File: config.mk
export PLATFORM = sky130hd
export DESIGN_NAME = crc_framed_packet_builder
export DESIGN_NICKNAME = d
export VERILOG_FILES = /design/src/sv/crcfpb_pkg.sv /design/src/sv/crc_framed_packet_builder.sv /design/src/sv/crcfpb_front.sv /design/src/sv/crcfpb_queue.sv /design/src/sv/crcfpb_back.sv
export SDC_FILE = /design/constraint.sdc
export NUM_CORES = 1
export LEC_CHECK = 0
export BUFFER_PORTS_ARGS = -buffer_cell sky130_fd_sc_hd__buf_4
export CAP_MARGIN = 10
export CORE_MARGIN = 1
export CORE_UTILIZATION = 55
export CTS_BUF_LIST = sky130_fd_sc_hd__clkbuf_8
export DETAILED_ROUTE_END_ITERATION = 8
export PLACE_DENSITY = 0.84
export SETUP_SLACK_MARGIN = 0.3
export SLEW_MARGIN = 20
export SYNTH_ARGS = -nofsm -noshare
export SYNTH_HDL_FRONTEND = slang
export SYNTH_SLANG_ARGS = --single-unit
File: constraint.sdc
create_clock -name clk -period 7.6 [get_ports clk]
set_input_delay 0.38 -clock clk [delete_from_list [all_inputs] [get_ports clk]]
set_output_delay 0.38 -clock clk [all_outputs]
set_load 0.01 [all_outputs]
File: src/sv/crcfpb_pkg.sv
`timescale 1ns / 1ps
// crcfpb_pkg: shared types, framing constants and the CRC-16 byte update
// for the CRC framed packet builder. No dependencies.
package crcfpb_pkg;

  typedef struct packed {
    logic [1:0]  action;
    logic [15:0] amplitude;
    logic [7:0]  depth_cm;
    logic [7:0]  confidence;
    logic [7:0]  target_kind;
    logic [15:0] voice_word;
    logic [15:0] magnitude;
    logic [15:0] pulse_value;
    logic [15:0] pos_x;
    logic [15:0] pos_y;
  } request_t;

  typedef struct packed {
    logic [7:0] tx_byte;
    logic       last_byte;
  } result_t;

  // queue status seen by the front and back ends
  typedef struct packed {
    logic full;
    logic nonempty;
  } queue_status_t;

  localparam logic [1:0] ACT_TARGET  = 2'd0;
  localparam logic [1:0] ACT_VOICE   = 2'd1;
  localparam logic [1:0] ACT_SPATIAL = 2'd2;
  localparam logic [1:0] ACT_NONE    = 2'd3;

  localparam logic [7:0] TYPE_TARGET  = 8'h10;
  localparam logic [7:0] TYPE_VOICE   = 8'h20;
  localparam logic [7:0] TYPE_SPATIAL = 8'h30;

  localparam logic [7:0]  PKT_START   = 8'hAA;
  localparam logic [7:0]  PKT_VERSION = 8'h07;
  localparam logic [7:0]  XOR_BASE    = 8'h5F;
  localparam logic [15:0] CRC_INIT    = 16'hFFFF;
  localparam logic [15:0] CRC_POLY    = 16'hA001;
  localparam int          HDR_BYTES   = 3;

  // Q7.8 metres to centimetres scale
  localparam logic signed [7:0] POS_SCALE = 8'sd100;

  // reflected CRC-16, one byte, LSB first
  function automatic logic [15:0] crc_update(input logic [15:0] crc, input logic [7:0] b);
    logic [15:0] c;
    c = crc ^ {8'h00, b};
    for (int k = 0; k < 8; k++) begin
      c = c[0] ? ((c >> 1) ^ CRC_POLY) : (c >> 1);
    end
    return c;
  endfunction

endpackage

File: src/sv/crc_framed_packet_builder.sv
`timescale 1ns / 1ps
// crc_framed_packet_builder: top level, front end, descriptor queue and
// serializer. Depends on crcfpb_pkg, crcfpb_front, crcfpb_queue, crcfpb_back.

// Each accepted request (start high while busy is low) produces one packet of
// PAYLOAD_BYTES + 5 bytes on result, one byte per cycle with strobe high and
// last_byte set on the final CRC byte: AA, 07, type, the whitened payload and
// the Modbus CRC-16 low byte first. The serializer emits one byte a cycle, and
// packets follow each other with no gap while another descriptor is queued.
// When the serializer is free, a request goes through the queue entry, the
// active and idx registers and then the result register. A request
// with action 3 is taken and produces nothing. Up to two requests wait in a
// queue behind the packet in flight; busy is high only while that queue is
// full. The receiver cannot stall: every byte is on the ports for one cycle.
module crc_framed_packet_builder
  import crcfpb_pkg::*;
#(
  parameter int PAYLOAD_BYTES = 12
) (
  input  logic     clk,
  input  logic     rst,
  input  logic     start,
  input  request_t request,
  output logic     busy,
  output result_t  result,
  output logic     strobe
);

  localparam int DESC_W = 8 * PAYLOAD_BYTES + 8;

  logic                push;
  logic                pop;
  logic [DESC_W-1:0]   wr_desc;
  logic [DESC_W-1:0]   rd_desc;
  queue_status_t       qstat;

  // front end: accept, classify, pack and whiten the payload
  crcfpb_front #(
    .PAYLOAD_BYTES(PAYLOAD_BYTES)
  ) u_front (
    .start   (start),
    .request (request),
    .qstat   (qstat),
    .busy    (busy),
    .push    (push),
    .desc    (wr_desc)
  );

  // decouples acceptance from the serializer
  crcfpb_queue #(
    .WIDTH(DESC_W)
  ) u_queue (
    .clk     (clk),
    .rst     (rst),
    .push    (push),
    .wr_data (wr_desc),
    .pop     (pop),
    .rd_data (rd_desc),
    .qstat   (qstat)
  );

  // back end: byte serializer with running CRC
  crcfpb_back #(
    .PAYLOAD_BYTES(PAYLOAD_BYTES)
  ) u_back (
    .clk    (clk),
    .rst    (rst),
    .qstat  (qstat),
    .desc   (rd_desc),
    .pop    (pop),
    .result (result),
    .strobe (strobe)
  );

`ifndef NO_ASSERTIONS
  // never write into a full queue
  a_no_overflow: assert property (@(posedge clk) disable iff (rst)
    push |-> !qstat.full)
    else $error("descriptor queue overflow");

  // never pop an empty queue
  a_no_underflow: assert property (@(posedge clk) disable iff (rst)
    pop |-> qstat.nonempty)
    else $error("descriptor queue underflow");

  // a packet streams without gaps until its last byte
  a_no_gap: assert property (@(posedge clk) disable iff (rst)
    strobe && !result.last_byte |=> strobe)
    else $error("gap inside packet");

  // a byte right after a packet end starts a new packet
  a_start_byte: assert property (@(posedge clk) disable iff (rst)
    strobe && result.last_byte |=> !strobe || (result.tx_byte == PKT_START))
    else $error("packet does not open with start byte");
`endif

endmodule

File: src/sv/crcfpb_front.sv
`timescale 1ns / 1ps
// crcfpb_front: accepts frame requests, picks the type byte and builds the
// whitened payload. Depends on crcfpb_pkg.
module crcfpb_front
  import crcfpb_pkg::*;
#(
  parameter int PAYLOAD_BYTES = 12
) (
  input  logic                         start,
  input  request_t                     request,
  input  queue_status_t                qstat,
  output logic                         busy,
  output logic                         push,
  output logic [8*PAYLOAD_BYTES+7:0]   desc
);

  logic [7:0]                   type_byte;
  logic [8*PAYLOAD_BYTES-1:0]   raw;
  logic [8*PAYLOAD_BYTES-1:0]   payload;
  logic signed [22:0]           prod_x, prod_y, adj_x, adj_y;
  logic [15:0]                  cm_x, cm_y;

  assign busy = qstat.full;
  // an undefined action is taken and dropped
  assign push = start && !qstat.full && (request.action != ACT_NONE);

  // v*100/256 rounded toward zero: bias negatives by 255 before the shift
  always_comb begin
    prod_x = 23'($signed(request.pos_x)) * 23'(POS_SCALE);
    prod_y = 23'($signed(request.pos_y)) * 23'(POS_SCALE);
    adj_x  = prod_x + (prod_x[22] ? 23'sd255 : 23'sd0);
    adj_y  = prod_y + (prod_y[22] ? 23'sd255 : 23'sd0);
    cm_x   = {adj_x[22], adj_x[22:8]};
    cm_y   = {adj_y[22], adj_y[22:8]};
  end

  always_comb begin
    raw       = '0;
    type_byte = TYPE_SPATIAL;
    case (request.action)
      ACT_TARGET: begin
        type_byte    = TYPE_TARGET;
        raw[15:0]    = request.amplitude;
        raw[23:16]   = request.depth_cm;
        raw[31:24]   = request.confidence;
        raw[39:32]   = request.target_kind;
      end
      ACT_VOICE: begin
        type_byte    = TYPE_VOICE;
        raw[15:0]    = request.voice_word;
      end
      ACT_SPATIAL: begin
        type_byte    = TYPE_SPATIAL;
        raw[15:0]    = request.magnitude;
        raw[31:16]   = request.pulse_value;
        raw[47:32]   = cm_x;
        raw[63:48]   = cm_y;
      end
      default: begin
        type_byte    = TYPE_SPATIAL;
      end
    endcase
  end

  always_comb begin
    for (int i = 0; i < PAYLOAD_BYTES; i++) begin
      payload[i*8 +: 8] = raw[i*8 +: 8] ^ (XOR_BASE + 8'(i));
    end
  end

  assign desc = {payload, type_byte};

endmodule

File: src/sv/crcfpb_queue.sv
`timescale 1ns / 1ps
// crcfpb_queue: two-entry descriptor queue between front and back ends.
// Depends on crcfpb_pkg.
module crcfpb_queue
  import crcfpb_pkg::*;
#(
  parameter int WIDTH = 104
) (
  input  logic               clk,
  input  logic               rst,
  input  logic               push,
  input  logic [WIDTH-1:0]   wr_data,
  input  logic               pop,
  output logic [WIDTH-1:0]   rd_data,
  output queue_status_t      qstat
);

  logic [WIDTH-1:0] mem [2];
  logic             wr_ptr, rd_ptr;
  logic [1:0]       count;

  always_ff @(posedge clk) begin
    if (push) begin
      mem[wr_ptr] <= wr_data;
    end
  end

  always_ff @(posedge clk) begin
    if (rst) begin
      wr_ptr <= 1'b0;
      rd_ptr <= 1'b0;
      count  <= 2'd0;
    end else begin
      if (push) wr_ptr <= ~wr_ptr;
      if (pop)  rd_ptr <= ~rd_ptr;
      count <= count + {1'b0, push} - {1'b0, pop};
    end
  end

  assign rd_data       = mem[rd_ptr];
  assign qstat.full     = (count == 2'd2);
  assign qstat.nonempty = (count != 2'd0);

endmodule

File: src/sv/crcfpb_back.sv
`timescale 1ns / 1ps
// crcfpb_back: serializes one packet per descriptor, one byte a cycle,
// running the CRC alongside. Depends on crcfpb_pkg.
module crcfpb_back
  import crcfpb_pkg::*;
#(
  parameter int PAYLOAD_BYTES = 12
) (
  input  logic                        clk,
  input  logic                        rst,
  input  queue_status_t               qstat,
  input  logic [8*PAYLOAD_BYTES+7:0]  desc,
  output logic                        pop,
  output result_t                     result,
  output logic                        strobe
);

  localparam int PKT_BYTES = HDR_BYTES + PAYLOAD_BYTES + 2;
  localparam int IDX_W     = $clog2(PKT_BYTES);
  localparam logic [IDX_W-1:0] IDX_PL_FIRST = IDX_W'(HDR_BYTES);
  localparam logic [IDX_W-1:0] IDX_CRC_LO   = IDX_W'(HDR_BYTES + PAYLOAD_BYTES);
  localparam logic [IDX_W-1:0] IDX_LAST     = IDX_W'(PKT_BYTES - 1);

  logic                        active;
  logic [IDX_W-1:0]            idx;
  logic [15:0]                 crc;
  logic [7:0]                  type_q;
  logic [8*PAYLOAD_BYTES-1:0]  pl_sr;
  logic [7:0]                  cur_byte;
  logic                        last;
  logic                        in_payload;

  assign last       = active && (idx == IDX_LAST);
  assign in_payload = (idx >= IDX_PL_FIRST) && (idx < IDX_CRC_LO);
  assign pop        = qstat.nonempty && (!active || last);

  always_comb begin
    if (idx == IDX_W'(0))               cur_byte = PKT_START;
    else if (idx == IDX_W'(1))          cur_byte = PKT_VERSION;
    else if (idx == IDX_W'(2))          cur_byte = type_q;
    else if (in_payload)                cur_byte = pl_sr[7:0];
    else if (idx == IDX_CRC_LO)         cur_byte = crc[7:0];
    else                                cur_byte = crc[15:8];
  end

  always_ff @(posedge clk) begin
    if (rst) begin
      active <= 1'b0;
      idx    <= '0;
      strobe <= 1'b0;
    end else begin
      strobe <= active;
      if (pop) begin
        active <= 1'b1;
        idx    <= '0;
      end else if (active) begin
        idx <= idx + IDX_W'(1);
        if (last) active <= 1'b0;
      end
    end
  end

  // payload and CRC datapath
  always_ff @(posedge clk) begin
    result.tx_byte   <= cur_byte;
    result.last_byte <= last;
    if (pop) begin
      type_q <= desc[7:0];
      pl_sr  <= desc[8*PAYLOAD_BYTES+7:8];
      crc    <= CRC_INIT;
    end else if (active) begin
      if (idx < IDX_CRC_LO) crc <= crc_update(crc, cur_byte);
      if (in_payload)      pl_sr <= pl_sr >> 8;
    end
  end

endmodule

# Word level (Yosys, flattened, before mapping)
# Memories as Yosys holds them, arrays and structs flattened. A register that Yosys moved wholly into a read port is not among the register bits.
# Index checks and enable logic that the tools add are counted.
# classes
addsub	5
multipliers	2
magnitude_cmp	2
n_eq_ne	8
muxes	29
bitwise	19
n_reduce_logical	16
# op_table
cell	n
$mux 96	3
$mux 16	8
$mux 8	7
$pmux 16 s3	1
$pmux 24 s2	1
$add 23x23->23	2
$mul 16x6->21 const B	2
$mux 24	1
$not 2->3	8
$xor 16x8->16	1
$not 4->4	3
$pmux 6 s2	1
$not 3->3	3
$mux 1	7
$not 6->6	1
$reduce_bool 2->1	3
$add 5x1->5 const B	1
$eq 5x1->1 const B	1
$eq 5x2->1 const B	1
$eq 5x4->1 const B	1
$eq 5x5->1 const B	1
$ge 5x2->1 const B	1
$logic_and 1x1->1	5
$logic_not 5->1	1
13 further kinds	17
# word_totals
regBits	140
ramBits	140
in_bits	125
out_inout_bits	11
elab_cells	93
memories	1
# memory_table
memory	depth	word_bits	read_ports	rd_clocked_by_memory_dff	wr	line_no	rtl
u_queue.mem	2	70	1	1	1	crcfpb_queue.sv:18	logic [WIDTH-1:0] mem [2];

# Depth between registers and ports, before layout
# Gate-level depths: netlist of the first run.
# logic_depth
word_depth	23
ltp_mapped	25
ltp_nobuf	24

# Cells and area by module
# A second synthesis of the first run with hierarchy kept.
# unflattened
hier_cells	1605
hier_area_um2	19189.7
# by_module_without_submodules
module	n_inst	cells_each	area_each_um2
crcfpb_queue	1	345	7975.1
crcfpb_back	1	605	6120.9
crcfpb_front	1	655	5093.6

# Least setup slack after synthesis of the first run
# No wires, ideal clock.
# synth_path
path_type	input to register
start	input port request[7] in the netlist's numbering
end	memory u_queue.mem[0][69] in the netlist's numbering (data pin)
setup_time_ps	258
arrival_time_ps	5233
setup_slack_ps	2109
stages	24
cell_sequence	ha_1 inv_1 fa_1 inv_1 ha_1 ha_1 a211oi_1 o211ai_1 a32o_1 o21ai_0 nand2b_1 xnor2_1 ha_1 a21oi_1 o21ai_0 a21oi_1 nor3_1 mux2_2 and3_1 buf_2 nand4_1 nor4_2 nand3_1 and3_1
# synth_via
elab_chain_len	4
# synth_lines
element	line_no	rtl
start, declared	crc_framed_packet_builder.sv:23	input request_t request,
$mul 16x6->21 *	crcfpb_front.sv:30	prod_y = 23'($signed(request.pos_y)) * 23'(POS_SCALE);
$mux 8	crcfpb_front.sv:32	adj_y = prod_y + (prod_y[22] ? 23'sd255 : 23'sd0);
$add 23x23->23 *	crcfpb_front.sv:32	
$mux 24 *	crcfpb_front.sv:40	case (request.action)
named net u_front.desc[71]	crcfpb_front.sv:14	output logic [8*PAYLOAD_BYTES+7:0] desc
end, declared	crcfpb_queue.sv:18	
# Mark *: on every way through the listed nets, which the timed path passes. The rest lies on a longest branch.

# Final worst setup path of the first run
# Ends and elaborated chain as after synthesis.

==> impl_results.md, run 1 <==
- Cell-internal power: 3.436 mW
- Synth Flop Type: edfxtp_1
- Switching part of the total power: 0.3597
- Commonest cells post-synth: 207 x edfxtp_1, 126 x nor2_1, 108 x ha_1
- Reg-to-Reg End: u_back.crc[0]
- WL/cell: 16.05 µm
- Layout cell share with drive strength beyond 1: 0.1683
- Final nets: 1560
- Worst-Margin Slew: 983.2 ps
- HP Class: input pin to flip-flop
- Initial antenna violation count: 0
- Yosys reg bits: 244
- Seq pwr share: 0.398
- Asr flop ratio synth: 0
- Clock Tree Buf Depth: 3
- Synthesis warning total: 0
- 1st-iter DRT viols: 479
- Die footprint: 25700 µm²
- Setup repair bufs after CTS: 0
- First-pass GRT wire length: 42860 µm
- 1st-pass router iterations: 5
- WP buf/inv: 3
- WS Path Type: input pin to flip-flop
- H-tree Lvls: 2
- Port Buffer Count: 135
- Crit path to: u_queue.mem[0][69]
- Clk_lat worst skew: 520 ps
- Post-CTS resize count: 0
- Top-area cell type share of the netlist area: 0.4509
- Area Overhead vs Synth: 14.28%
- Worst reg2reg setup slack: 3790 ps
- CP peak stage delay: 560 ps
- Net Sw Power: 1.930 mW
- Syn Area/Cell: 11.83 µm²
- Status: finished, final reports clean
- Post-synthesis net count: 1426
- Ant diodes: 0
- Sink Count: 244
- Mapped Cells: 1165
- Largest net degree at the start of global routing: 86
- Crit-path max FO: 7
- TritonCTS buffer count: 37
- RR Startpoint: u_back.idx[1]
- Setup TNS: 0 ps
- Final worst path period share: 0.7708
- Routed Antenna Nets: 0
- Leak: 6.358 nW
- Critical-path cell list: buf_4 -> ha_1 -> inv_1 -> fa_1 -> inv_1 -> ha_1 -> ha_1 -> a211oi_1 -> o211ai_1 -> a32o_1 -> o21ai_0 -> nand2b_1 -> xnor2_1 -> ha_1 -> a21oi_1 -> o21ai_0 -> a21oi_1 -> nor3_1 -> mux2_2 -> and3_1 -> nand4_1 -> nor4_2 -> nand3_1 -> and3_1
- Levels on crit path: 24
- Startpoint Class: input pin
- Setup Viol. Count Final: 0
- Final min period: 5858 ps
- Initial Util: 0.5636
- CP Data Required Time: 7850 ps
- HP Start: rst
- Cell area after synthesis: 13790 µm²
- Worst path arrival time: 6110 ps
- Hold-fix buffers, CTS: 0
- Worst Setup SP: request[7]
- Library cells used by synthesis: 69
- Rel. slew slack: 0.3427
- RePlAce Congestion: 0.8323
- GRT Overall Usage: 0.2062
- RSZ-0062 raised after global routing: no
- Power per standard cell area: 340.6 nW/µm²
- Core area: 24460 µm²
- Number of global-route vias before repair: 9031
- Most frequent cell after synthesis: edfxtp_1
- Most Frequent Cell on Critical Path: ha_1
- Main area contributors after synthesis: edfxtp_1 45%, ha_1 9.8%, mux2i_1 7.6%
- Total of max-cap violations: 0
- Clk root buf: clkbuf_8
- Worst Setup End Kind: flip-flop
- Num ports: 136
- CP top delay family: adder cells
- Final Non-Filler Cells: 1649
- Dpl hpwl: 18510 µm
- Worst-path clk slew: 60 ps
- Final Hold Viols: 0
- DRT Wirelength: 26470 µm
- EDFF count, synth: 207
- Peak supply drop: 222.1 µV
- Grt total ovfl: 0
- Fill cells: 1831
- Worst r2r path cells: 13
- Clock power frac: 0.183
- Cell taking the most area after synthesis: edfxtp_1
- Avg Vias per Cell: 5.525
- TritonCTS clock tree: yes
- DRC: 0
- Sequential share of the synthesized area: 0.5046
- Logic pwr share: 0.419
- F_max: 170.7 MHz
- Slowest stage cell on the critical path: xnor2_1
- Layout Skew: 21.50 ps
- Die width: 160.3 µm
- Cells after DPL: 1584
- Final Max Tran Viols: 0
- Row count: 57
- Vias: 9111
- Die height: 160.3 µm
[state kept, by name, summed over array words and instances, names as in the netlist, named ones only]
| register | cells |
|---|---|
| u_back.pl_sr | 73 |
| u_queue.rd_ptr | 1 |
| u_back.result | 9 |
| u_back.active | 1 |
| u_back.type_q | 2 |
| u_back.strobe | 1 |
| u_queue.count | 2 |
| u_queue.mem | 132 |
| u_back.crc | 16 |
| u_back.idx | 5 |
| u_queue.wr_ptr | 1 |
[how the worst min path moves through the flow]
stage                            end  slack (ps)  cells past startpoint
detailed placement  u_back.pl_sr[65]         490                      1
global route        u_queue.count[1]         100                      2
finish              u_queue.count[1]         120                      2
global placement       u_back.crc[2]         480                      2
CTS                    u_back.strobe         100                      2
floorplan              u_back.active         450                      2
[power groups by stage]
| stage | Combinational, mW | Sequential, mW | Clock (mW) |
|---|---|---|---|
| CTS | 2.27 | 2.14 | 1.00 |
| global placement | 2.18 | 2.15 | 0 |
| finish | 2.25 | 2.14 | 0.983 |
| global route | 2.51 | 2.17 | 1.06 |
| detailed placement | 2.25 | 2.16 | 0 |
| floorplan | 1.76 | 2.12 | 0 |
[through the flow]
stage	worst slack (ps)	hold WS, ps	instance area [µm²]	total power, mW	utilization
after detailed placement	1227	491.3	15080	4.412	0.6165
after CTS	1750	98.18	15750	5.413	0.6439
after global routing	1212	103.7	15750	5.741	0.6440
final	1742	116.0	15750	5.366	0.6440
after global placement	1582	479.9	15080	4.330	0.6165
after floorplan	2109	449.6	13790	3.876	-
[cell families (layout without fill, tap and decap cells)]
| family | after synthesis | after routing | share of synthesized area |
|---|---|---|---|
| AO/OA/AOI/OAI | 214 | 214 | 0.09730 |
| multiplexers | 116 | 116 | 0.08522 |
| adder cells (fa/ha/maj) | 136 | 136 | 0.1387 |
| flip-flops | 244 | 244 | 0.5046 |
| XOR/XNOR | 79 | 79 | 0.05291 |
| buffers and inverters | 96 | 256 | 0.02741 |
| AND/OR/NAND/NOR | 280 | 280 | 0.09385 |
[cell usage in the layout, fill, tap and decap left out, drive strengths merged, types with 12 or more instances in the layout]
master,netlist,routed
edfxtp,207,207
buf,6,142
nor2,126,126
ha,108,108
mux2i,105,105
a21oi,97,97
inv,48,60
nand2,58,58
xnor2,44,44
o21ai,41,41
clkbuf,41,39
dfxtp,37,37
xor2,34,34
fa,28,28
nor3,16,16
a21o,15,15
clkinv,1,13
o211ai,12,12
[final cells by class]
type | instances | area, µm² | share of cell area
clock buffers | 39 | 536.8 | 0.03407
flip-flops and latches | 244 | 6960 | 0.4418
multi-input cells | 825 | 6462 | 0.4102
inverters | 49 | 186.4 | 0.01183
clock inverters | 26 | 132.6 | 0.008419
repair buffers | 142 | 1070 | 0.06791
well taps | 324 | 405.4 | 0.02573
[layer usage]
| metal | vias up | track usage | share of wire |
|---|---|---|---|
| met5 | - | 0 | 0 |
| met4 | 0 | 0.05498 | 0.016 |
| met3 | 36 | 0.03383 | 0.044 |
| met2 | 217 | 0.3800 | 0.52 |
| met1 | 4342 | 0.2490 | 0.42 |
| li1 | 4516 | - | - |
(Power assumes the default switching activity.)
==> run 2: changes to the inputs <==
--- a/config.mk
+++ b/config.mk
@@ -5,13 +5,14 @@
 export SDC_FILE = /design/constraint.sdc
 export NUM_CORES = 1
 export LEC_CHECK = 0
+export ABC_AREA = 1
 export BUFFER_PORTS_ARGS = -buffer_cell sky130_fd_sc_hd__buf_4
 export CAP_MARGIN = 10
 export CORE_MARGIN = 1
 export CORE_UTILIZATION = 55
 export CTS_BUF_LIST = sky130_fd_sc_hd__clkbuf_8
 export DETAILED_ROUTE_END_ITERATION = 8
-export PLACE_DENSITY = 0.84
+export PLACE_DENSITY = 0.87
 export SETUP_SLACK_MARGIN = 0.3
 export SLEW_MARGIN = 20
 export SYNTH_ARGS = -nofsm -noshare
==> constraint.sdc (replaced) <==
create_clock -name clk -period 5.1 [get_ports clk]
set_input_delay 0.255 -clock clk [delete_from_list [all_inputs] [get_ports clk]]
set_output_delay 0.255 -clock clk [all_outputs]
set_load 0.01 [all_outputs]
==> run 2 against run 1 <==
Compared with the run above:
- clock skew grew 4.2 ps
- global-route usage grew 4.1 points
- cell count grew 18%
- power grew 49%
- synthesized cell count grew 24%
- routed wire length grew 20%
- non-clock buffer count grew 5
- design area grew 1.3%
- synthesized area grew 0.77%
==> impl_results.md, run 2 <==
- DRT Wirelength: 31740 µm (+20%)
- Cell area after synthesis: 13890 µm² (+0.77%)
- Clock Tree Buf Depth: 3 (unchanged)
- Clk root buf: clkbuf_8
- Synthesis warning total: 0 (unchanged)
- HP Class: input pin to flip-flop
- Worst Setup End Kind: flip-flop
- 1st-iter DRT viols: 917 (+91%)
- Ant diodes: 0 (unchanged)
- Biggest regs: u_queue.mem x132, u_back.pl_sr x73, u_back.crc x16
- Main area contributors after synthesis: edfxtp_1 45%, ha_1 9.7%, nand2_1 9.3%
- WL met1: 12030 µm (+9.3%)
- Met2 wire length: 16660 µm (+20%)
- Initial Util: 0.5662 (+0.002697)
- Die footprint: 25900 µm² (+0.76%)
- Worst Setup SP: request[9]
- Asr flop ratio synth: 0 (unchanged)
- Fill cells: 1849 (+0.98%)
- Crit-path max FO: 14 (+7)
- Power per standard cell area: 501.8 nW/µm² (+47%)
- Top layer in use: met4
- Library cells used by synthesis: 43 (-38%)
- RSZ-0062 raised after global routing: no
- Crit path to: u_queue.mem[1][61]
- Pwr Total: 8.008 mW (+49%)
- Commonest cells post-synth: 343 x nand2_1, 207 x edfxtp_1, 149 x inv_1
- Die height: 160.9 µm (+0.38%)
- Synth Flop Type: edfxtp_1
- Port Buffer Count: 135 (unchanged)
- Vias: 11009 (+21%)
- Grt total ovfl: 0 (unchanged)
- Row count: 57 (unchanged)
- Final min period: 4389 ps
- Cell taking the most area after synthesis: edfxtp_1
- Syn Area/Cell: 9.581 µm² (-19%)
- Setup TNS: 0 ps (unchanged)
- DRC: 0 (unchanged)
- CP Data Required Time: 5470 ps (-2380 ps)
- RePlAce Congestion: 0.9045 (+8.7%)
- Worst-path clk slew: 60 ps (about the same)
- TritonCTS clock tree: yes
- Post-CTS resize count: 0 (unchanged)
- Sink Count: 244 (unchanged)
- Number of global-route vias before repair: 11127 (+23%)
- 1st-pass router iterations: 6 (+1)
- Worst r2r path cells: 22 (+9)
- Top-area cell type share of the netlist area: 0.4474 (-0.003452)
- H-tree Lvls: 2 (unchanged)
- EDFF count, synth: 207 (unchanged)
- Largest Register: u_queue.mem
- Core area: 24530 µm² (+0.29%)
- Clk_lat worst skew: 550 ps (+30 ps)
- RR Startpoint: u_back.idx[0]
- Final worst path period share: 0.8605
- Dpl cell area: 15260 µm² (+1.2%)
- Avg Vias per Cell: 5.669 (+2.6%)
- Worst path arrival time: 4760 ps (-1350 ps)
- First-pass GRT wire length: 51540 µm (+20%)
- Setup repair bufs after CTS: 0 (unchanged)
- Final instance area: 15960 µm² (+1.3%)
- Rel. slew slack: 0.2602 (-0.08251)
- Most frequent cell after synthesis: nand2_1
- Leak: 7.079 nW (+11%)
- Metal3 WL: 2051 µm (+75%)
- Worst reg2reg setup slack: 1820 ps (-1970 ps)
- Peak supply drop: 317.4 µV (+43%)
- Layout Skew: 25.71 ps (+4.208 ps)
- Sequential share of the synthesized area: 0.5008 (-0.003863)
- TritonCTS buffer count: 39 (+5.4%)
- Routed Antenna Nets: 0 (unchanged)
- WHS: 29.92 ps (-86.03 ps)
- Initial antenna violation count: 0 (unchanged)
- Final nets: 1852 (+19%)
- Layout cell share with drive strength beyond 1: 0.1489 (-0.01935)
- Post-synthesis net count: 1711 (+20%)
- Num ports: 136 (unchanged)
- Mapped Cells: 1450 (+24%)
- Setup Viol. Count Final: 0 (unchanged)
- Commonest non-fill, non-tap cells in the layout: 343 x nand2_1, 207 x edfxtp_1, 163 x inv_1, 145 x buf_4, 130 x nor2_1
- F_max: 227.9 MHz
- WS Path Type: input pin to flip-flop
- Yosys reg bits: 244 (unchanged)
- Max reg flops: 132 (unchanged)
- WL/cell: 16.34 µm (+1.8%)
- Worst-Margin Slew: 1107 ps (+123.9 ps)
- Total of max-cap violations: 0 (unchanged)
- Final Hold Viols: 0 (unchanged)
- Area Overhead vs Synth: 14.87%
- Die width: 160.9 µm (+0.38%)
- Reg-to-Reg End: u_back.crc[0]
- GRT Overall Usage: 0.2476 (+0.04140)
- Startpoint Class: input pin
- Status: finished, final reports clean
- Dpl hpwl: 23080 µm (+25%)
- Most common cell after layout, fill and taps aside: nand2_1
- Final Max Tran Viols: 0 (unchanged)
- Largest net degree at the start of global routing: 80 (-7.0%)
==> run 2: per-layer routing <==
layer | global-route usage | vias to the layer above
met3 | 0.03693 | 84
met4 | 0.1051 | 0
met1 | 0.2807 | 5196
met5 | 0 | -
met2 | 0.4606 | 463
li1 | - | 5266
==> run 2: final cells by class <==
cell class / instances / area (µm²) / share of cell area
well taps: 324 / 405.4 / 0.02540
flip-flops and latches: 244 / 6958 / 0.4360
clock inverters: 27 / 116.4 / 0.007292
repair buffers: 147 / 1126 / 0.07057
inverters: 151 / 569.3 / 0.03568
clock buffers: 41 / 564.3 / 0.03536
multi-input cells: 1008 / 6218 / 0.3897
==> run 2: through the flow <==
step | instances | util | setup WS (ps)
after floorplan | 1450 | - | 461.9
after global placement | 1872 | 0.6210 | 563.8
after detailed placement | 1873 | 0.6221 | 248.7
after CTS | 1942 | 0.6503 | 795.7
after global routing | 1942 | 0.6504 | 336.8
final | 1942 | 0.6504 | 711.2
==> run 2: worst min-delay path by stage <==
stage	start	to	slack (ps)	cells after the start
floorplan	rst	u_back.active	320	1
global placement	u_queue.rd_ptr	flip-flop	430	1
detailed placement	rst	u_back.active	450	2
CTS	request[74]	u_queue.mem[1][16]	10	3
global route	request[110]	u_queue.mem[0][12]	20	2
finish	request[110]	u_queue.mem[0][12]	30	2
==> run 2: logic make-up (layout without fill, tap and decap cells) <==
| group | Yosys count | in the layout | share of synthesized area |
|---|---|---|---|
| AND/OR/NAND/NOR | 609 | 609 | 0.1829 |
| buffers and inverters | 198 | 366 | 0.05485 |
| flip-flops | 244 | 244 | 0.5008 |
| XOR/XNOR | 33 | 33 | 0.02189 |
| AO/OA/AOI/OAI | 230 | 230 | 0.1020 |
| adder cells (fa/ha/maj) | 136 | 136 | 0.1376 |
==> run 2: power breakdown <==
part	switching, mW	total [mW]	internal (mW)
logic	2.24	3.35	1.11
clock network	0.727	1.47	0.742
registers	0.209	3.19	2.98
total	3.17	8.01	4.83
==> run 2: critical path, cell delays in order <==
cell	delay (ps)
buf_4	130
ha_1	310
fa_1	480
ha_1	310
ha_1	360
a21oi_1	200
inv_1	80
a21oi_1	120
inv_1	70
a21oi_1	130
nand2_1	100
xnor2_2	370
ha_1	290
nand2_1	90
o21ai_0	200
nand4_1	120
nand2_1	70
inv_1	50
a21oi_2	450
nand2_1	180
nor2_1	170
nor2_1	50
nor2_1	140
==> run 2: timing repair <==
item,in CTS,in global routing
hold endpoints to repair,3,0
hold buffers,1,0
endpoints found under the setup margin,0,0
